### config.mk
export PLATFORM = sky130hd
export DESIGN_NAME = chts_accum
export DESIGN_NICKNAME = d
export VERILOG_FILES = /design/src/hdl/chts_pkg.sv /design/src/hdl/chts_accum.sv
export VERILOG_INCLUDE_DIRS = /design/src /design/src/hdl
export SDC_FILE = /design/constraint.sdc
export NUM_CORES = 1
export LEC_CHECK = 0
export BUFFER_PORTS_ARGS = -buffer_cell sky130_fd_sc_hd__buf_2
export CAP_MARGIN = 10
export CORE_ASPECT_RATIO = 1.25
export CORE_UTILIZATION = 54
export CTS_BUF_LIST = sky130_fd_sc_hd__clkbuf_16
export CTS_CLUSTER_DIAMETER = 30
export CTS_CLUSTER_SIZE = 16
export DETAILED_ROUTE_END_ITERATION = 10
export GPL_TIMING_DRIVEN = 0
export PLACE_DENSITY = 0.7
export SYNTH_ARGS = -nofsm -noshare
export SYNTH_HDL_FRONTEND = slang
export SYNTH_SLANG_ARGS = --single-unit
### constraint.sdc
create_clock -name clk -period 9.1 [get_ports clk]
set_input_delay 1.365 -clock clk [delete_from_list [all_inputs] [get_ports clk]]
set_output_delay 1.365 -clock clk [all_outputs]
set_load 0.01 [all_outputs]
### src/hdl/chunked_heightmap_triangle_sample_unit_defines.svh
// Assertion macros shared by the heightmap sampler modules.
// Needs clk and rst_n in the scope where a macro is used.
`ifndef CHUNKED_HEIGHTMAP_TRIANGLE_SAMPLE_UNIT_DEFINES_SVH
`define CHUNKED_HEIGHTMAP_TRIANGLE_SAMPLE_UNIT_DEFINES_SVH

// Property checked on every edge outside reset
`define CHTS_ASSERT(lbl, prop, msg) \
  lbl: assert property (@(posedge clk) disable iff (!rst_n) prop) else $error(msg);

// Condition that must never be true outside reset
`define CHTS_NEVER(lbl, expr, msg) \
  lbl: assert property (@(posedge clk) disable iff (!rst_n) !(expr)) else $error(msg);

`endif

### src/hdl/chts_pkg.sv
// Types and constants for the chunked heightmap triangle sampler.
// No dependencies; used by every module of the block but chts_ram.
package chts_pkg;

  localparam int COORD_W         = 16;
  localparam int FRAC_W          = 16;
  localparam int CELL_BITS       = 6;
  localparam int CHUNK_CELLS     = 64;
  localparam int CELLS_PER_CHUNK = CHUNK_CELLS * CHUNK_CELLS;
  localparam int SAMPLE_W        = 11;
  localparam int WEIGHT_W        = 17;
  localparam int SLOT_W          = 4;
  localparam int MAX_SLOTS       = 16;
  localparam int CHUNK_IDX_W     = 18;
  localparam int ACC_W           = 28;
  localparam int OUT_SHIFT       = 5;
  localparam int OUT_W           = 22;
  localparam int FULL_ADDR_W     = SLOT_W + 2 * CELL_BITS;

  localparam logic [WEIGHT_W-1:0] ONE_WEIGHT = 17'h10000;

  // Beat counter: three sample reads per query
  localparam logic [1:0] BEAT_FIRST = 2'd0;
  localparam logic [1:0] BEAT_MID   = 2'd1;
  localparam logic [1:0] BEAT_LAST  = 2'd2;

  typedef enum logic [1:0] {
    OP_QUERY      = 2'd0,
    OP_WR_HEIGHT  = 2'd1,
    OP_WR_PRESENT = 2'd2
  } op_t;

  // Sample RAM port control
  typedef struct packed {
    logic we;
    logic re;
  } mem_ctl_t;

  // Tag that travels with one sample read
  typedef struct packed {
    logic                vld;
    logic                first;
    logic                last;
    logic                ok;
    logic [WEIGHT_W-1:0] weight;
  } beat_t;

endpackage

### src/hdl/chts_accum.sv
// Weighted accumulation of the three sample reads and the result register.
// Depends on chts_pkg and the assertion macro header.
`include "chunked_heightmap_triangle_sample_unit_defines.svh"
module chts_accum (
  input  logic                          clk,
  input  logic                          rst_n,
  input  chts_pkg::beat_t               beat,
  input  logic [chts_pkg::SAMPLE_W-1:0] rd_data,
  output logic                          stall,
  output logic                          out_valid,
  input  logic                          out_ready,
  output logic [chts_pkg::OUT_W-1:0]    out_height_out
);

  localparam int AW = chts_pkg::ACC_W;

  chts_pkg::beat_t                tag_r;
  logic [AW-1:0]                  acc_r;
  logic                           out_valid_r, out_valid_nxt;
  logic [chts_pkg::OUT_W-1:0]     out_height_r;
  logic [AW-1:0]                  prod, acc_sum;
  logic                           done;

  // Hold the final beat while the result register is still full
  assign stall = out_valid_r && !out_ready && tag_r.vld && tag_r.last;
  assign done  = tag_r.vld && tag_r.last && !stall;

  // One multiply and add per returning sample
  assign prod    = tag_r.ok ? AW'(rd_data) * AW'(tag_r.weight) : '0;
  assign acc_sum = (tag_r.first ? '0 : acc_r) + prod;

  always_comb begin
    out_valid_nxt = out_valid_r;
    if (out_valid_r && out_ready) begin
      out_valid_nxt = 1'b0;
    end
    if (done) begin
      out_valid_nxt = 1'b1;
    end
  end

  // Read tag and result valid
  always_ff @(posedge clk) begin
    if (!rst_n) begin
      tag_r.vld   <= 1'b0;
      out_valid_r <= 1'b0;
    end else begin
      out_valid_r <= out_valid_nxt;
      if (!stall) begin
        tag_r <= beat;
      end
    end
  end

  // Accumulator and result
  always_ff @(posedge clk) begin
    if (!stall) begin
      if (tag_r.vld) begin
        acc_r <= acc_sum;
      end
    end
    if (done) begin
      out_height_r <= acc_sum[chts_pkg::OUT_SHIFT +: chts_pkg::OUT_W];
    end
  end

  assign out_valid      = out_valid_r;
  assign out_height_out = out_height_r;

  `CHTS_ASSERT(a_done_sets_out, done |=> out_valid_r, "finished query left no result")
  `CHTS_ASSERT(a_stall_holds, stall |=> ($stable(acc_r) && $stable(tag_r.vld)), "accumulator moved during stall")
  `CHTS_NEVER(a_stall_needs_full, stall && !out_valid_r, "stall without pending result")

endmodule

==> impl_metrics.yaml, run 1 <==
logic_synthesis:
  async_reset_ff_frac: 0
  syn_inst: 1017
  yosysTopAreaCell: "fa_1"
  synth_top_family_by_area: "adder cells"
  avgSynthCellArea_um2: 9.50
  synth-adder-area-share: 0.393
  syn_area_mm2: 0.00966
  ys_types: 53
  synth_flop_cell: "edfxtp_1"
  netlist.area_leader.share: 0.278
  synth_simple_gate_area_frac: 0.180
  synth_edf_count: 69
  ys_seq_elements: 71
  synth-xor-area-share: 0.0372
  synth_nets: 1275
  seq_area_frac_synth: 0.219
  synth_compound_area_frac: 0.0924
  yosysWarnings: 0
  synth.area.top_cells: "fa_1, edfxtp_1, ha_1"
  synthMuxAreaShare: 0.00207
global_routing:
  grtUsageTotal: 0.256
  grt_pass1_vias: 7504
  grt_pass1_wl_mm: 35.9
  grt_max_degree: 28
  overflow: 0
  antenna_found_initial: 0
floorplanning:
  row_count: 54
  die_w_um: 122
  die_y_um: 152
  start_util: 0.552
  core_mm2: 0.0175
  ios: 59
  die-area_mm2: 0.0184
setup_path:
  cp_max_fo: 10
  critPathSlowestCell: "fa_1"
  crit_path_end_kind: "flop"
  cp_num_buf_inv: 6
  required_ns: 9.26
  cp-start-kind: "input port"
  reg2regPathDepth: 29
  cp_common_cell: "fa_1"
  crit_path_max_incr_delay_ns: 0.53
  crit_family: "adder cells"
  reg2reg_to: "acc_r[26]"
  r2r_slack_ns: 1.13
  reg2reg_from: "tag_r[7]"
  critPathKind: "in2reg"
  worst-endpoint-arrival_ns: 8.83
sta:
  rsz0062_at_grt: "no"
  tightest_slew_ns: 1.22
  fin_skew_ns: 0.0224
  slew_viol_final: 0
  finalCritPeriodShare: 0.953
  finalHoldViolCount: 0
  maxSlewHeadroom: 0.184
  final.setup.tns_ns: 0
  max_freq_ghz: 0.115
  final.min_clock_period_ns: 8.67
  setup_viol: 0
final_layout:
  synthToLayoutAreaGrowth_pct: 9.29
  drive_gt1_frac: 0.0836
  final_cell_mix: "inv_1, nand2_1, fa_1"
  antenna_cells: 0
  final_common_cell: "inv_1"
  stdcell_count: 1312
  final_nets: 1341
clocking:
  htree_levels: 3
  insertion_delay_ns: 0.36
  cts_hold_buf: 0
  clk_path_buf_depth: 2
  cts.sinks: 71
  numCtsBuffers: 9
  cts_resized: 0
  cts_tree: "done"
  post_cts_buffers: 0
  root_buffer: "clkbuf_16"
  clk_pin_slew_ns: 0.06
detailed_routing:
  ant_nets: 0
  drt-pass1-iter-count: 5
  finalWirelength_mm: 21.3
  wl_per_cell_um: 16.2
  drc: 0
  viasPerCell: 5.44
  drtIter0Drc: 420
  via_count: 7136
worst_hold_path:
  holdPathEnd: "out_valid"
  hold_path_depth: 2
  hold_start: "out_valid"
  hold_class: "reg2reg"
place:
  post-place-cells: 1297
  gp_congestion: 0.881
  portBuffers: 55
  dp_hpwl_mm: 17.0
status:
  status: "completed"
run:
  maxCapViolations: 0
## logic make-up (layout without fill, tap and decap cells)
| logic type | after synthesis | in the layout |
|---|---|---|
| AOI/OAI and AO/OA | 133 | 133 |
| xor gates and xnor gates | 41 | 41 |
| adders and majority gates | 223 | 223 |
| buffers and inverters | 192 | 263 |
| DFF | 71 | 71 |
| muxes | 2 | 2 |
| and+or+nand+nor | 355 | 355 |
## area by class of cell
cell class	count	area, um2
Sequential cell	71	2110
Buffer	40	176
Clock inverter	7	72.6
Timing Repair Buffer	57	318
Clock buffer	9	225
Multi-Input combinational cell	754	6810
Tap cell	224	280
Inverter	150	563
Fill cell	1519	6940
## routing by layer
layer	vias to the layer above	routed length [um]	track usage
li1	3405	-	-
met1	3523	9160	0.319
met2	166	10800	0.449
met3	42	817	0.0374
met4	0	573	0.0932
met5	-	0	0
## sequential cells by signal, indices dropped and copies added (netlist names)
name            flops
out_valid           1
acc_r              27
tag_r              21
out_height_out     22
## tightest hold or removal path, cell delays in order, from the launching register on
cell and delay (ns):
dfxtp_1 0.32, nand2b_1 0.07, a21boi_0 0.07
## per-stage QoR
| step | util | hold WS [ns] | instance area, um2 | worst slack, ns |
|---|---|---|---|---|
| after floorplan | - | 0.475 | 9660 | 0.812 |
| after global placement | 0.584 | 0.478 | 10200 | -0.185 |
| after detailed placement | 0.585 | 0.492 | 10200 | -0.153 |
| after CTS | 0.602 | 0.500 | 10500 | 0.0969 |
| after global routing | 0.603 | 0.536 | 10600 | 0.00653 |
| final | 0.603 | 0.505 | 10600 | 0.431 |
## worst max-delay path by stage
stage / to / slack (ns) / cells after the start / startpoint
floorplan: acc_r[26] / 0.81 / 30 / rd_data[2]
global placement: out_height_out[21] / -0.19 / 30 / rd_data[2]
detailed placement: out_height_out[21] / -0.15 / 30 / rd_data[2]
CTS: acc_r[26] / 0.1 / 30 / rd_data[2]
global route: acc_r[26] / 0.007 / 30 / rd_data[10]
finish: acc_r[26] / 0.43 / 30 / rd_data[10]
## cell usage after synthesis (2+ instances only)
cell type  number
inv_1         149
nand2_1       142
fa_1          134
ha_1           89
and2_1         88
edfxtp_1       69
nor2_1         40
a21oi_1        39
clkbuf_1       35
nor2b_1        34
xnor2_1        25
a21o_1         22
o21ai_0        22
nor3_1         16
xor2_1         16
nand2b_1        9
nand3_1         9
o21a_1          8
o211ai_1        7
and3_1          6
a211oi_1        4
a21o_2          4
nand4_1         4
o21bai_1        4
a31oi_1         3
or3_1           3
a221o_1         2
a311oi_1        2
buf_1           2
buf_4           2
dfxtp_1         2
mux2i_1         2
o211a_1         2
o21ai_1         2
o31ai_1         2
Power of run 1 is left out: the tool's default activity adds up to more than one toggle a clock period on the data nets, which glitch-free logic cannot reach.
==> run 2: changes to the inputs <==
--- a/config.mk
+++ b/config.mk
@@ -17,2 +17,3 @@
 export GPL_TIMING_DRIVEN = 0
+export MAX_ROUTING_LAYER = met4
 export PLACE_DENSITY = 0.7
--- a/constraint.sdc
+++ b/constraint.sdc
@@ -3,2 +3,2 @@
 set_output_delay 1.365 -clock clk [all_outputs]
-set_load 0.01 [all_outputs]
+set_load 0.02 [all_outputs]
==> impl_metrics.yaml, run 2 (synthesis gave the netlist of run 1 again) <==
status:
  status: "completed"
sta:
  slew_viol_final: 0
  finalHoldViolCount: 0
  maxSlewHeadroom: 0.175
  tightest_slew_ns: 1.24
  final.min_clock_period_ns: 8.67
  setup_viol: 0
  finalCritPeriodShare: 0.952
  fin_skew_ns: 0.0222
  max_freq_ghz: 0.115
  rsz0062_at_grt: "no"
  setup_slack_ns: 0.434
floorplanning:
  start_util: 0.552
  die_w_um: 122
  die_y_um: 152
  die-area_mm2: 0.0184
  ios: 59
  core_mm2: 0.0175
  row_count: 54
setup_path:
  cp_num_buf_inv: 6
  crit_path_max_incr_delay_ns: 0.53
  critPathKind: "in2reg"
  r2r_slack_ns: 1.12
  cp-endpoint: "acc_r[26]"
  cp-start-kind: "input port"
  cp_common_cell: "fa_1"
  cp_max_fo: 10
  reg2reg_from: "tag_r[6]"
  worst-endpoint-arrival_ns: 8.83
  reg2regPathDepth: 29
  cp_num_cells: 30
  crit_path_end_kind: "flop"
  required_ns: 9.26
  reg2reg_to: "acc_r[26]"
  crit_family: "adder cells"
  startpoint: "rd_data[10]"
  critPathSlowestCell: "fa_1"
place:
  dp_hpwl_mm: 17.0
  gp_congestion: 0.895
  dp_slack_ns: -0.153
  portBuffers: 55
global_routing:
  grt_max_degree: 28
  grt_pass1_wl_mm: 35.9
  overflow: 0
  grt_pass1_vias: 7507
  antenna_found_initial: 0
  grtUsageTotal: 0.264
detailed_routing:
  via_count: 7122
  drtIter0Drc: 399
  drt-pass1-iter-count: 6
  wl_per_cell_um: 16.2
  finalWirelength_mm: 21.2
  viasPerCell: 5.43
  drc: 0
  ant_nets: 0
clocking:
  htree_levels: 3
  cts_tree: "done"
  insertion_delay_ns: 0.36
  root_buffer: "clkbuf_16"
  post_cts_buffers: 0
  clk_pin_slew_ns: 0.06
  cts.sinks: 71
  clk_path_buf_depth: 2
  numCtsBuffers: 9
final_layout:
  top_register: "acc_r"
  largest_reg_flops: 27
  drive_gt1_frac: 0.0836
  final_nets: 1341
  final_common_cell: "inv_1"
  final_cell_mix: "inv_1, nand2_1, fa_1"
  antenna_cells: 0
  synthToLayoutAreaGrowth_pct: 9.29
run:
  maxCapViolations: 0
worst_hold_path:
  hold_class: "reg2reg"
-- run 2: cell counts in the layout (fill, tap and decap cells not counted) --
Identical to the previous run, type by type.
-- run 2: layer usage --
| layer | GRT usage | vias to the layer above | routed length (um) |
|---|---|---|---|
| met5 | - | - | 0 |
| met4 | 0.0932 | 0 | 595 |
| met3 | 0.0374 | 48 | 839 |
| met2 | 0.450 | 170 | 10700 |
| met1 | 0.319 | 3499 | 9070 |
| li1 | - | 3405 | - |
-- run 2: worst register-to-register path, delay by kind of cell (launching register included) --
| family | cells | cell delay, ns |
|---|---|---|
| buffers and inverters | 5 | 0.80 |
| AND/OR/NAND/NOR | 7 | 1.15 |
| XOR/XNOR | 1 | 0.24 |
| AO/OA/AOI/OAI | 9 | 2.05 |
| flip-flops | 1 | 0.36 |
| adder cells (fa/ha/maj) | 7 | 3.14 |
-- run 2: worst min path at each step --
stage,to,cells past startpoint,start
final,out_valid,2,out_valid
after CTS,out_valid,2,out_valid
after global placement,out_valid,2,out_valid
after global routing,out_valid,2,out_valid
after detailed placement,out_valid,2,out_valid
after floorplan,out_valid,2,tag_r[20]
-- run 2: what timing repair did --
action / in CTS / in global routing
hold buffers: 0 / 0
setup endpoints to repair: 0 / 2
resized for setup: 0 / 11
-- run 2: layout make-up --
class	count	area (um2)
fill	1519	6940
inverter	150	563
clock buffer	9	225
sequential	71	2110
tap	224	280
timing repair buffer	57	318
multi-input combinational	754	6810
buffer	40	176
clock inverter	7	72.6
-- run 2: per-stage QoR --
stage	TNS (ns)	util	cells	hold slack [ns]	instance area (um2)
CTS	0	0.602	1313	0.500	10500
detailed placement	-0.305	0.585	1297	0.492	10200
global route	0	0.603	1312	0.536	10600
floorplan	0	-	1017	0.475	9660
finish	0	0.603	1312	0.502	10600
global placement	-0.370	0.584	1296	0.478	10200
Power of run 2 is left out for the same reason.
