`config.mk`:
```
export PLATFORM = sky130hd
export DESIGN_NAME = chts_issue
export DESIGN_NICKNAME = d
export VERILOG_FILES = /design/src/hdl/chts_pkg.sv /design/src/hdl/chts_issue.sv
export VERILOG_INCLUDE_DIRS = /design/src /design/src/hdl
export SDC_FILE = /design/constraint.sdc
export NUM_CORES = 1
export LEC_CHECK = 0
export BUFFER_PORTS_ARGS = -buffer_cell sky130_fd_sc_hd__buf_4
export CORE_MARGIN = 3
export CORE_UTILIZATION = 60
export CTS_CLUSTER_DIAMETER = 80
export DETAILED_ROUTE_END_ITERATION = 7
export GPL_TIMING_DRIVEN = 0
export PLACE_DENSITY = 0.95
export SKIP_CTS_REPAIR_TIMING = 1
export SLEW_MARGIN = 20
export SYNTH_ARGS = -nofsm -noshare
export SYNTH_HDL_FRONTEND = slang
export SYNTH_SLANG_ARGS = --single-unit
```
`constraint.sdc`:
```
create_clock -name clk -period 13.6 [get_ports clk]
set_clock_uncertainty 0.1 [all_clocks]
set_input_delay 0.68 -clock clk [delete_from_list [all_inputs] [get_ports clk]]
set_output_delay 0.68 -clock clk [all_outputs]
set_load 0.01 [all_outputs]
```
`src/hdl/chunked_heightmap_triangle_sample_unit_defines.svh`:
```
// Assertion macros shared by the heightmap sampler modules.
// Needs clk and rst_n in the scope where a macro is used.
`ifndef CHUNKED_HEIGHTMAP_TRIANGLE_SAMPLE_UNIT_DEFINES_SVH
`define CHUNKED_HEIGHTMAP_TRIANGLE_SAMPLE_UNIT_DEFINES_SVH

// Property checked on every edge outside reset
`define CHTS_ASSERT(lbl, prop, msg) \
  lbl: assert property (@(posedge clk) disable iff (!rst_n) prop) else $error(msg);

// Condition that must never be true outside reset
`define CHTS_NEVER(lbl, expr, msg) \
  lbl: assert property (@(posedge clk) disable iff (!rst_n) !(expr)) else $error(msg);

`endif

```
`src/hdl/chts_pkg.sv`:
```
// Types and constants for the chunked heightmap triangle sampler.
// No dependencies; used by every module of the block but chts_ram.
package chts_pkg;

  localparam int COORD_W         = 16;
  localparam int FRAC_W          = 16;
  localparam int CELL_BITS       = 6;
  localparam int CHUNK_CELLS     = 64;
  localparam int CELLS_PER_CHUNK = CHUNK_CELLS * CHUNK_CELLS;
  localparam int SAMPLE_W        = 11;
  localparam int WEIGHT_W        = 17;
  localparam int SLOT_W          = 4;
  localparam int MAX_SLOTS       = 16;
  localparam int CHUNK_IDX_W     = 18;
  localparam int ACC_W           = 28;
  localparam int OUT_SHIFT       = 5;
  localparam int OUT_W           = 22;
  localparam int FULL_ADDR_W     = SLOT_W + 2 * CELL_BITS;

  localparam logic [WEIGHT_W-1:0] ONE_WEIGHT = 17'h10000;

  // Beat counter: three sample reads per query
  localparam logic [1:0] BEAT_FIRST = 2'd0;
  localparam logic [1:0] BEAT_MID   = 2'd1;
  localparam logic [1:0] BEAT_LAST  = 2'd2;

  typedef enum logic [1:0] {
    OP_QUERY      = 2'd0,
    OP_WR_HEIGHT  = 2'd1,
    OP_WR_PRESENT = 2'd2
  } op_t;

  // Sample RAM port control
  typedef struct packed {
    logic we;
    logic re;
  } mem_ctl_t;

  // Tag that travels with one sample read
  typedef struct packed {
    logic                vld;
    logic                first;
    logic                last;
    logic                ok;
    logic [WEIGHT_W-1:0] weight;
  } beat_t;

endpackage

```
`src/hdl/chts_issue.sv`:
```
// Request register, chunk present bits and sample address generation.
// Depends on chts_pkg and the assertion macro header.
`include "chunked_heightmap_triangle_sample_unit_defines.svh"
module chts_issue #(
  parameter int CHUNK_GRID = 4,
  parameter int ADDR_W     = 16
) (
  input  logic                           clk,
  input  logic                           rst_n,
  input  logic                           in_valid,
  output logic                           in_ready,
  input  logic [1:0]                     in_opcode,
  input  logic [31:0]                    in_world_x,
  input  logic [31:0]                    in_world_z,
  input  logic [3:0]                     in_chunk_slot,
  input  logic [5:0]                     in_cell_col_x,
  input  logic [5:0]                     in_cell_row_z,
  input  logic [10:0]                    in_height_in,
  input  logic                           in_present_in,
  input  logic                           stall,
  output chts_pkg::mem_ctl_t             mem_ctl,
  output logic [ADDR_W-1:0]              mem_addr,
  output logic [chts_pkg::SAMPLE_W-1:0]  mem_wdata,
  output chts_pkg::beat_t                beat
);

  localparam int NUM_CHUNKS  = CHUNK_GRID * CHUNK_GRID;
  localparam int NUM_SLOTS   = (NUM_CHUNKS < chts_pkg::MAX_SLOTS) ? NUM_CHUNKS
                                                                  : chts_pkg::MAX_SLOTS;
  localparam int CW          = chts_pkg::COORD_W;
  localparam int CB          = chts_pkg::CELL_BITS;
  localparam int WW          = chts_pkg::WEIGHT_W;
  localparam int KW          = chts_pkg::CHUNK_IDX_W;

  // Request register
  logic                          busy_r, busy_nxt;
  logic [1:0]                    op_r;
  logic [1:0]                    k_r, k_nxt;
  logic [CW-1:0]                 cx_r, cz_r;
  logic [chts_pkg::FRAC_W-1:0]   fx_r, fz_r;
  logic [chts_pkg::SLOT_W-1:0]   slot_r;
  logic [CB-1:0]                 col_r, row_r;
  logic [chts_pkg::SAMPLE_W-1:0] hin_r;
  logic                          pin_r;
  logic [chts_pkg::MAX_SLOTS-1:0] present_r;

  logic            accept, is_query, issue_last, step;
  logic [WW-1:0]   fsum;
  logic            tri_hi;
  logic            dx, dz;
  logic [WW-1:0]   weight;
  logic [CW:0]     gx, gz;
  logic [KW-1:0]   chunk;
  logic            chunk_ok, slot_ok;
  logic [chts_pkg::FULL_ADDR_W-1:0] rd_addr_full, wr_addr_full;

  assign is_query   = busy_r && (op_r == chts_pkg::OP_QUERY);
  assign issue_last = busy_r && (!is_query || (k_r == chts_pkg::BEAT_LAST));
  assign step       = busy_r && !stall;
  assign in_ready   = !stall && (!busy_r || issue_last);
  assign accept     = in_valid && in_ready;

  // Triangle choice and corner weights
  assign fsum   = {1'b0, fx_r} + {1'b0, fz_r};
  assign tri_hi = fsum[WW-1];

  always_comb begin
    dx     = 1'b0;
    dz     = 1'b0;
    weight = '0;
    case (k_r)
      chts_pkg::BEAT_FIRST: begin
        dx     = tri_hi;
        dz     = tri_hi;
        weight = tri_hi ? {1'b0, fsum[WW-2:0]} : chts_pkg::ONE_WEIGHT - fsum;
      end
      chts_pkg::BEAT_MID: begin
        dx     = !tri_hi;
        dz     = tri_hi;
        weight = tri_hi ? chts_pkg::ONE_WEIGHT - {1'b0, fx_r} : {1'b0, fx_r};
      end
      chts_pkg::BEAT_LAST: begin
        dx     = tri_hi;
        dz     = !tri_hi;
        weight = tri_hi ? chts_pkg::ONE_WEIGHT - {1'b0, fz_r} : {1'b0, fz_r};
      end
      default: begin
        dx     = 1'b0;
        dz     = 1'b0;
        weight = '0;
      end
    endcase
  end

  // Global cell, chunk index and sample address
  assign gx    = {1'b0, cx_r} + (CW+1)'(dx);
  assign gz    = {1'b0, cz_r} + (CW+1)'(dz);
  assign chunk = KW'(gx[CW:CB]) * KW'(CHUNK_GRID) + KW'(gz[CW:CB]);
  assign chunk_ok = (chunk < KW'(NUM_SLOTS)) &&
                    present_r[chunk[chts_pkg::SLOT_W-1:0]];
  assign slot_ok  = ((chts_pkg::SLOT_W+1)'(slot_r) < (chts_pkg::SLOT_W+1)'(NUM_SLOTS));

  assign rd_addr_full = {chunk[chts_pkg::SLOT_W-1:0], gx[CB-1:0], gz[CB-1:0]};
  assign wr_addr_full = {slot_r, col_r, row_r};

  // Memory port and read tag
  always_comb begin
    mem_ctl.re   = step && is_query && chunk_ok;
    mem_ctl.we   = step && (op_r == chts_pkg::OP_WR_HEIGHT) && slot_ok;
    mem_addr     = is_query ? rd_addr_full[ADDR_W-1:0] : wr_addr_full[ADDR_W-1:0];
    mem_wdata    = hin_r;
    beat.vld     = is_query;
    beat.first   = (k_r == chts_pkg::BEAT_FIRST);
    beat.last    = (k_r == chts_pkg::BEAT_LAST);
    beat.ok      = chunk_ok;
    beat.weight  = weight;
  end

  // Busy flag and beat counter
  always_comb begin
    busy_nxt = busy_r;
    k_nxt    = k_r;
    if (accept) begin
      busy_nxt = 1'b1;
      k_nxt    = chts_pkg::BEAT_FIRST;
    end else if (step) begin
      if (issue_last) begin
        busy_nxt = 1'b0;
      end
      k_nxt = k_r + 2'd1;
    end
  end

  always_ff @(posedge clk) begin
    if (!rst_n) begin
      busy_r    <= 1'b0;
      k_r       <= chts_pkg::BEAT_FIRST;
      present_r <= '0;
    end else begin
      busy_r <= busy_nxt;
      k_r    <= k_nxt;
      if (step && (op_r == chts_pkg::OP_WR_PRESENT) && slot_ok) begin
        present_r[slot_r] <= pin_r;
      end
    end
  end

  // Request payload
  always_ff @(posedge clk) begin
    if (accept) begin
      op_r   <= in_opcode;
      cx_r   <= in_world_x[31:16];
      fx_r   <= in_world_x[15:0];
      cz_r   <= in_world_z[31:16];
      fz_r   <= in_world_z[15:0];
      slot_r <= in_chunk_slot;
      col_r  <= in_cell_col_x;
      row_r  <= in_cell_row_z;
      hin_r  <= in_height_in;
      pin_r  <= in_present_in;
    end
  end

  `CHTS_NEVER(a_port_exclusive, mem_ctl.we && mem_ctl.re, "sample RAM read and write together")
  `CHTS_ASSERT(a_query_starts, (accept && (in_opcode == chts_pkg::OP_QUERY)) |=> (is_query && (k_r == chts_pkg::BEAT_FIRST)), "query did not start at first beat")
  `CHTS_NEVER(a_beat_range, busy_r && (k_r == 2'd3), "beat counter past last beat")

endmodule

```
==> metrics.txt, run 1 <==
critical path data arrival time 8030 ps; Die W 116 um; Pwr per Cell Area 114 nW/um2; Max-Cap Viols 0; Multi-input gate area 3800 um2; DRT Wirelength 21.1 mm; mapped cell area 7200 um2; post-layout util 0.788; dpl ws 5670 ps; Cells after DPL 995; Clock transition at path regs 60 ps; Final period util 0.648; Rows 39; # DRC 0; Final setup viols 0; largest fanout on the critical path 10; gr ovfl total 0; Rel. slew slack 0.384; Fmax 0.113 GHz; Routed Antenna Nets 0; total power 1.04 mW; area leader, netlist edfxtp_1; HP Class in -> reg; crit-path most repeated cell ha_1; max incr delay on CP 600 ps; WP data required 12,820 ps; Core ar. 11,600 um2; vias in the first global route 6,726; Worst-Margin Slew 910 ps; Synth top area share 0.392; Async S/R FF share, synth 0; initial DRC count 877; P_leak 3.58 nW; first-pass GRT wire length 33.7 mm; Final GP Congestion 0.923; layout cell share with drive strength beyond 1 0.240; FILL cells 690; syn nets 839; Main synth FF type edfxtp_1; TNS Setup 0 ps; Total GRT Usage 0.323; number of enable flip-flop cells after synthesis 94; final worst slack 4790 ps; Die Y-Extent 116 um; Crit Path Class reg -> out; Critical Path End Type output pin; clk buf depth 2; Mapped Cells 703; count of port buffers added during placement 148; crit path max-delay cell type a2111oi_0; wire per inst 20.5 um; synth warn 0; maximum vdd drop 0.134 mV; routed vias 6,608; Final HPWL DP 14.8 mm; DRT Pass-1 Iters 8; most instantiated cells after synthesis 94 x edfxtp_1, 68 x nor2_1, 57 x nand2_1, 43 x a21oi_1, 39 x xnor2_1; Fin. Hold Viols 0; die area 13,400 um2; Top delay family on crit path compound AO/OA/AOI/OAI gates; Distinct cells, synth 71; Worst setup SP type flip-flop; CTS Buf Count 17; worst path bufs/invs 4; Vias/cell 6.43; diode count 0; Root Buffer clkbuf_16; CTS sink cnt 113; initial core utilization 0.623; # H-tree levels 4; area grow syn2layout 26.4%; Clock Latency Late Sink 410 ps; Seq cells post-synth 113; RSZ-0062 raised after global routing no; Finished Layout Cells 1,027; sequential fraction of the synthesis area 0.445; Slew Viols, Final 0; antenna violations before repair 0; Reg area 3200 um2; fin crit period 8810 ps; CTS tree done; syn_area_per_cell 10.2 um2; NumNets Final 1,007; synth top area cells edfxtp_1 39%, ha_1 6.3%, dfxtp_1 5.3%; I/O pin count 149; count leader, synth edfxtp_1; status finished clean; pin count of the biggest net entering global routing 55
==> sequential cells by signal (all words and copies together), names as in the netlist <==
name and cells:
op_r 2, slot_r 4, mem_wdata 11, cz_r 16, cx_r 16, busy_r 1
pin_r 1, fz_r 16, fx_r 16, col_r 6, k_r 2, present_r 16
row_r 6
==> layout make-up <==
cell class                      count  share of cell area
Tap cell                          143              0.0196
Multi-Input combinational cell    543               0.418
Timing Repair Buffer              149               0.125
Buffer                             29              0.0144
Clock buffer                       17              0.0467
Inverter                           18             0.00769
Clock inverter                     15              0.0173
Sequential cell                   113               0.352
==> worst reg2reg max path, delay by kind of cell (launching register included) <==
family / cells / cell delay, ps
adder cells (fa/ha/maj): 1 / 190
flip-flops: 1 / 330
buffers and inverters: 5 / 1540
AO/OA/AOI/OAI: 1 / 310
AND/OR/NAND/NOR: 1 / 200
==> final timing paths <==
check | start | endpoint | slack (ps) | cells after the start
setup / recovery | fz_r[0]$_DFFE_PP_ | mem_ctl[0] | 4790 | 26
hold / removal | in_world_z[31] | cz_r[15]$_DFFE_PP_ | 340 | 1
setup reg to reg | k_r[0]$_SDFFE_PP0P_ | mem_wdata[4]$_DFFE_PP_ | 10580 | 8
hold reg to reg | present_r[5]$_SDFFE_PN0P_ | present_r[5]$_SDFFE_PN0P_ | 370 | 2
==> metrics by stage <==
stage	hold WS (ps)	cell area [um2]
CTS	333	9110
detailed placement	355	8520
global route	328	9110
floorplan	339	7200
finish	337	9110
global placement	350	8490
==> report_power, final <==
part	leakage, nW	internal [mW]	switching [mW]
sequential	1.03	0.391	0.0123
clock	0.285	0.271	0.169
combinational	2.26	0.0929	0.106
==> cells by family (layout without fill, tap and decap cells) <==
group | count (synthesis) | count (layout) | share of synthesized area
adder cells (fa/ha/maj) | 38 | 38 | 0.0681
multiplexers | 21 | 21 | 0.0394
XOR/XNOR | 77 | 77 | 0.0936
flip-flops | 113 | 113 | 0.445
AND/OR/NAND/NOR | 251 | 251 | 0.179
AO/OA/AOI/OAI | 156 | 156 | 0.148
buffers and inverters | 47 | 228 | 0.0276
==> cells in the final DEF, fill, tap and decap left out, types with 11 or more instances in the layout <==
cell type	instances
nor2_1	68
clkbuf_1	18
o21ai_0	20
dfxtp_1	19
nand4_1	15
a21oi_1	43
buf_4	150
nor2b_1	12
clkbuf_16	17
xnor2_1	39
xor2_1	38
nand3_1	24
ha_1	36
nand2_1	57
a21boi_0	11
inv_1	17
nor3_1	13
edfxtp_1	94
==> per-layer routing <==
metal | GRT usage | vias up | part of all wire
met5 | 0 | - | 0
met4 | 0.149 | 0 | 0.046
met3 | 0.0715 | 94 | 0.086
met2 | 0.561 | 435 | 0.50
met1 | 0.384 | 3115 | 0.37
li1 | - | 2964 | -
(Power assumes the default switching activity.)
==> run 2, diff against run 1 <==
CORE_UTILIZATION = 50   (was 60)
PLACE_DENSITY = 0.88   (was 0.95)
clock period = 8 ns   (was 13.6 ns; I/O delays follow)
==> run 2 against run 1 <==
Effect of this change:
- critical path type unchanged
- sequential power rose by 70%
- non-clock buffer count stayed put
- register-to-register slack got worse by 5500 ps
==> metrics.txt, run 2 (synthesis gave the netlist of run 1 again) <==
first-pass GRT wire length 31.3 mm (-7.0%); Final GP Congestion 0.920 (-0.25%); Clock transition at path regs 60 ps (about the same); Vias/cell 5.91 (-8.1%); sw power 466 uW (+62%); TNS Setup 0 ps (unchanged); Clock Latency Late Sink 400 ps (about the same); DRT Pass-1 Iters 6 (-2); RR Startpoint k_r[0]$_SDFFE_PP0P_; # DRC 0 (unchanged); HP Class in -> reg; Critical Path End Type output pin; Worst-Margin Slew 976 ps (+65.5 ps); Rel. slew slack 0.340 (-0.0443); CTS sink cnt 113 (unchanged); Crit Path Class reg -> out; CTS Buf Count 17 (unchanged); clock power share 0.430 (+0.008); count of port buffers added during placement 148 (unchanged); maximum vdd drop 0.236 mV (+76%); Reg area 3200 um2 (unchanged); Multi-input gate area 3810 um2 (+0.26%); worst path bufs/invs 4 (unchanged); largest fanout on the critical path 10 (unchanged); initial DRC count 708 (-19%); CTS tree done; Final HPWL DP 14.7 mm (-0.50%); fin crit period 7540 ps; switch share 0.262 (-0.0139); NumNets Final 1,007 (unchanged); most frequent cells in the layout 150 x buf_4, 94 x edfxtp_1, 68 x nor2_1, 57 x nand2_1, 43 x a21oi_1; Fin. Hold Viols 0 (unchanged); I/O pin count 149 (unchanged); initial core utilization 0.515 (-0.108); commonest non-fill, non-tap cell in the layout buf_4; gr ovfl total 0 (unchanged); Logic pwr share 0.186 (-0.005); # H-tree levels 4 (unchanged); wire per inst 18.3 um (-11%); Final period util 0.942; Rows 43 (+10%); area grow syn2layout 27.6%; Root Buffer clkbuf_16; Max-Cap Viols 0 (unchanged); crit-path most repeated cell ha_1; max incr delay on CP 470 ps (-130 ps); CP Launch Point fz_r[0]$_DFFE_PP_; Fmax 0.133 GHz; Seq pwr share 0.385 (-0.002); Top delay family on crit path compound AO/OA/AOI/OAI gates; Routed Antenna Nets 0 (unchanged); Worst setup SP type flip-flop; Internal Pwr Total 1.32 mW (+74%); Final setup viols 0 (unchanged); DRT Wirelength 19.5 mm (-7.7%); FILL cells 1,040 (+51%); Pwr per Cell Area 194 nW/um2 (+69%); WP data required 7500 ps (-5320 ps); RSZ-0062 raised after global routing no; routed vias 6,292 (-4.8%); Slew Viols, Final 0 (unchanged); pin count of the biggest net entering global routing 51 (-7.3%); worst hold start in_height_in[3]; critical path data arrival time 7040 ps (-990 ps); Die W 126 um (+9.0%); clk buf depth 2 (unchanged); Total GRT Usage 0.245 (-0.0789); Core ar. 14,000 um2 (+21%); layout cell share with drive strength beyond 1 0.245 (+0.00566); P_leak 3.59 nW (+0.27%); antenna violations before repair 0 (unchanged); status finished clean; post-layout util 0.657 (-0.130); Die Y-Extent 126 um (+9.0%); die area 15,900 um2 (+19%); vias in the first global route 6,319 (-6.1%); crit path max-delay cell type edfxtp_1; diode count 0 (unchanged)
==> run 2: cell type report <==
cell class / count / share of cell area
Multi-Input combinational cell: 543 / 0.415
Sequential cell: 113 / 0.348
Timing Repair Buffer: 149 / 0.124
Clock buffer: 17 / 0.0463
Tap cell: 180 / 0.0245
Clock inverter: 15 / 0.0201
Buffer: 29 / 0.0148
Inverter: 18 / 0.00762
==> run 2: through the flow <==
stage / std cells / worst slack (ps) / total power [mW] / hold WS (ps) / cell area, um2
floorplan: 703 / 1950 / 0.890 / 339 / 7200
global placement: 1031 / 566 / 1.01 / 349 / 8540
detailed placement: 1032 / 480 / 1.02 / 362 / 8570
CTS: 1064 / 24.6 / 1.79 / 54.5 / 9180
global route: 1064 / 23.6 / 1.85 / 47.1 / 9200
finish: 1064 / 464 / 1.78 / 62.7 / 9200
==> run 2: routing by layer <==
| metal | wire, um | up-vias | share of wire | global-route usage |
|---|---|---|---|---|
| met2 | 9900 | 357 | 0.51 | 0.419 |
| met4 | 538 | 0 | 0.028 | 0.0915 |
| li1 | - | 2977 | - | - |
| met5 | 0 | - | 0 | 0 |
| met3 | 1810 | 50 | 0.093 | 0.0725 |
| met1 | 7220 | 2908 | 0.37 | 0.291 |
==> run 2: power by group through the flow <==
stage / clock (mW) / combinational, mW / sequential [mW]
after global placement: 0 / 0.317 / 0.697
final: 0.766 / 0.331 / 0.685
after global routing: 0.805 / 0.362 / 0.687
after CTS: 0.774 / 0.328 / 0.684
after floorplan: 0 / 0.197 / 0.692
after detailed placement: 0 / 0.325 / 0.696
==> run 2: worst register-to-register path, stage by stage, from the launching register on <==
cell and delay [ps]:
dfxtp_1 330, inv_1 120, ha_1 190, clkbuf_1 400, inv_1 190, a21oi_1 280
nand2_1 180, inv_4 460, buf_16 310
==> run 2: worst paths after layout <==
path / end / slack [ps] / cells past startpoint
min: mem_wdata[3]$_DFFE_PP_ / 60 / 1
min reg2reg: present_r[11]$_SDFFE_PN0P_ / 370 / 2
max reg2reg: cz_r[2]$_DFFE_PP_ / 5100 / 8
max: mem_ctl[0] / 460 / 26
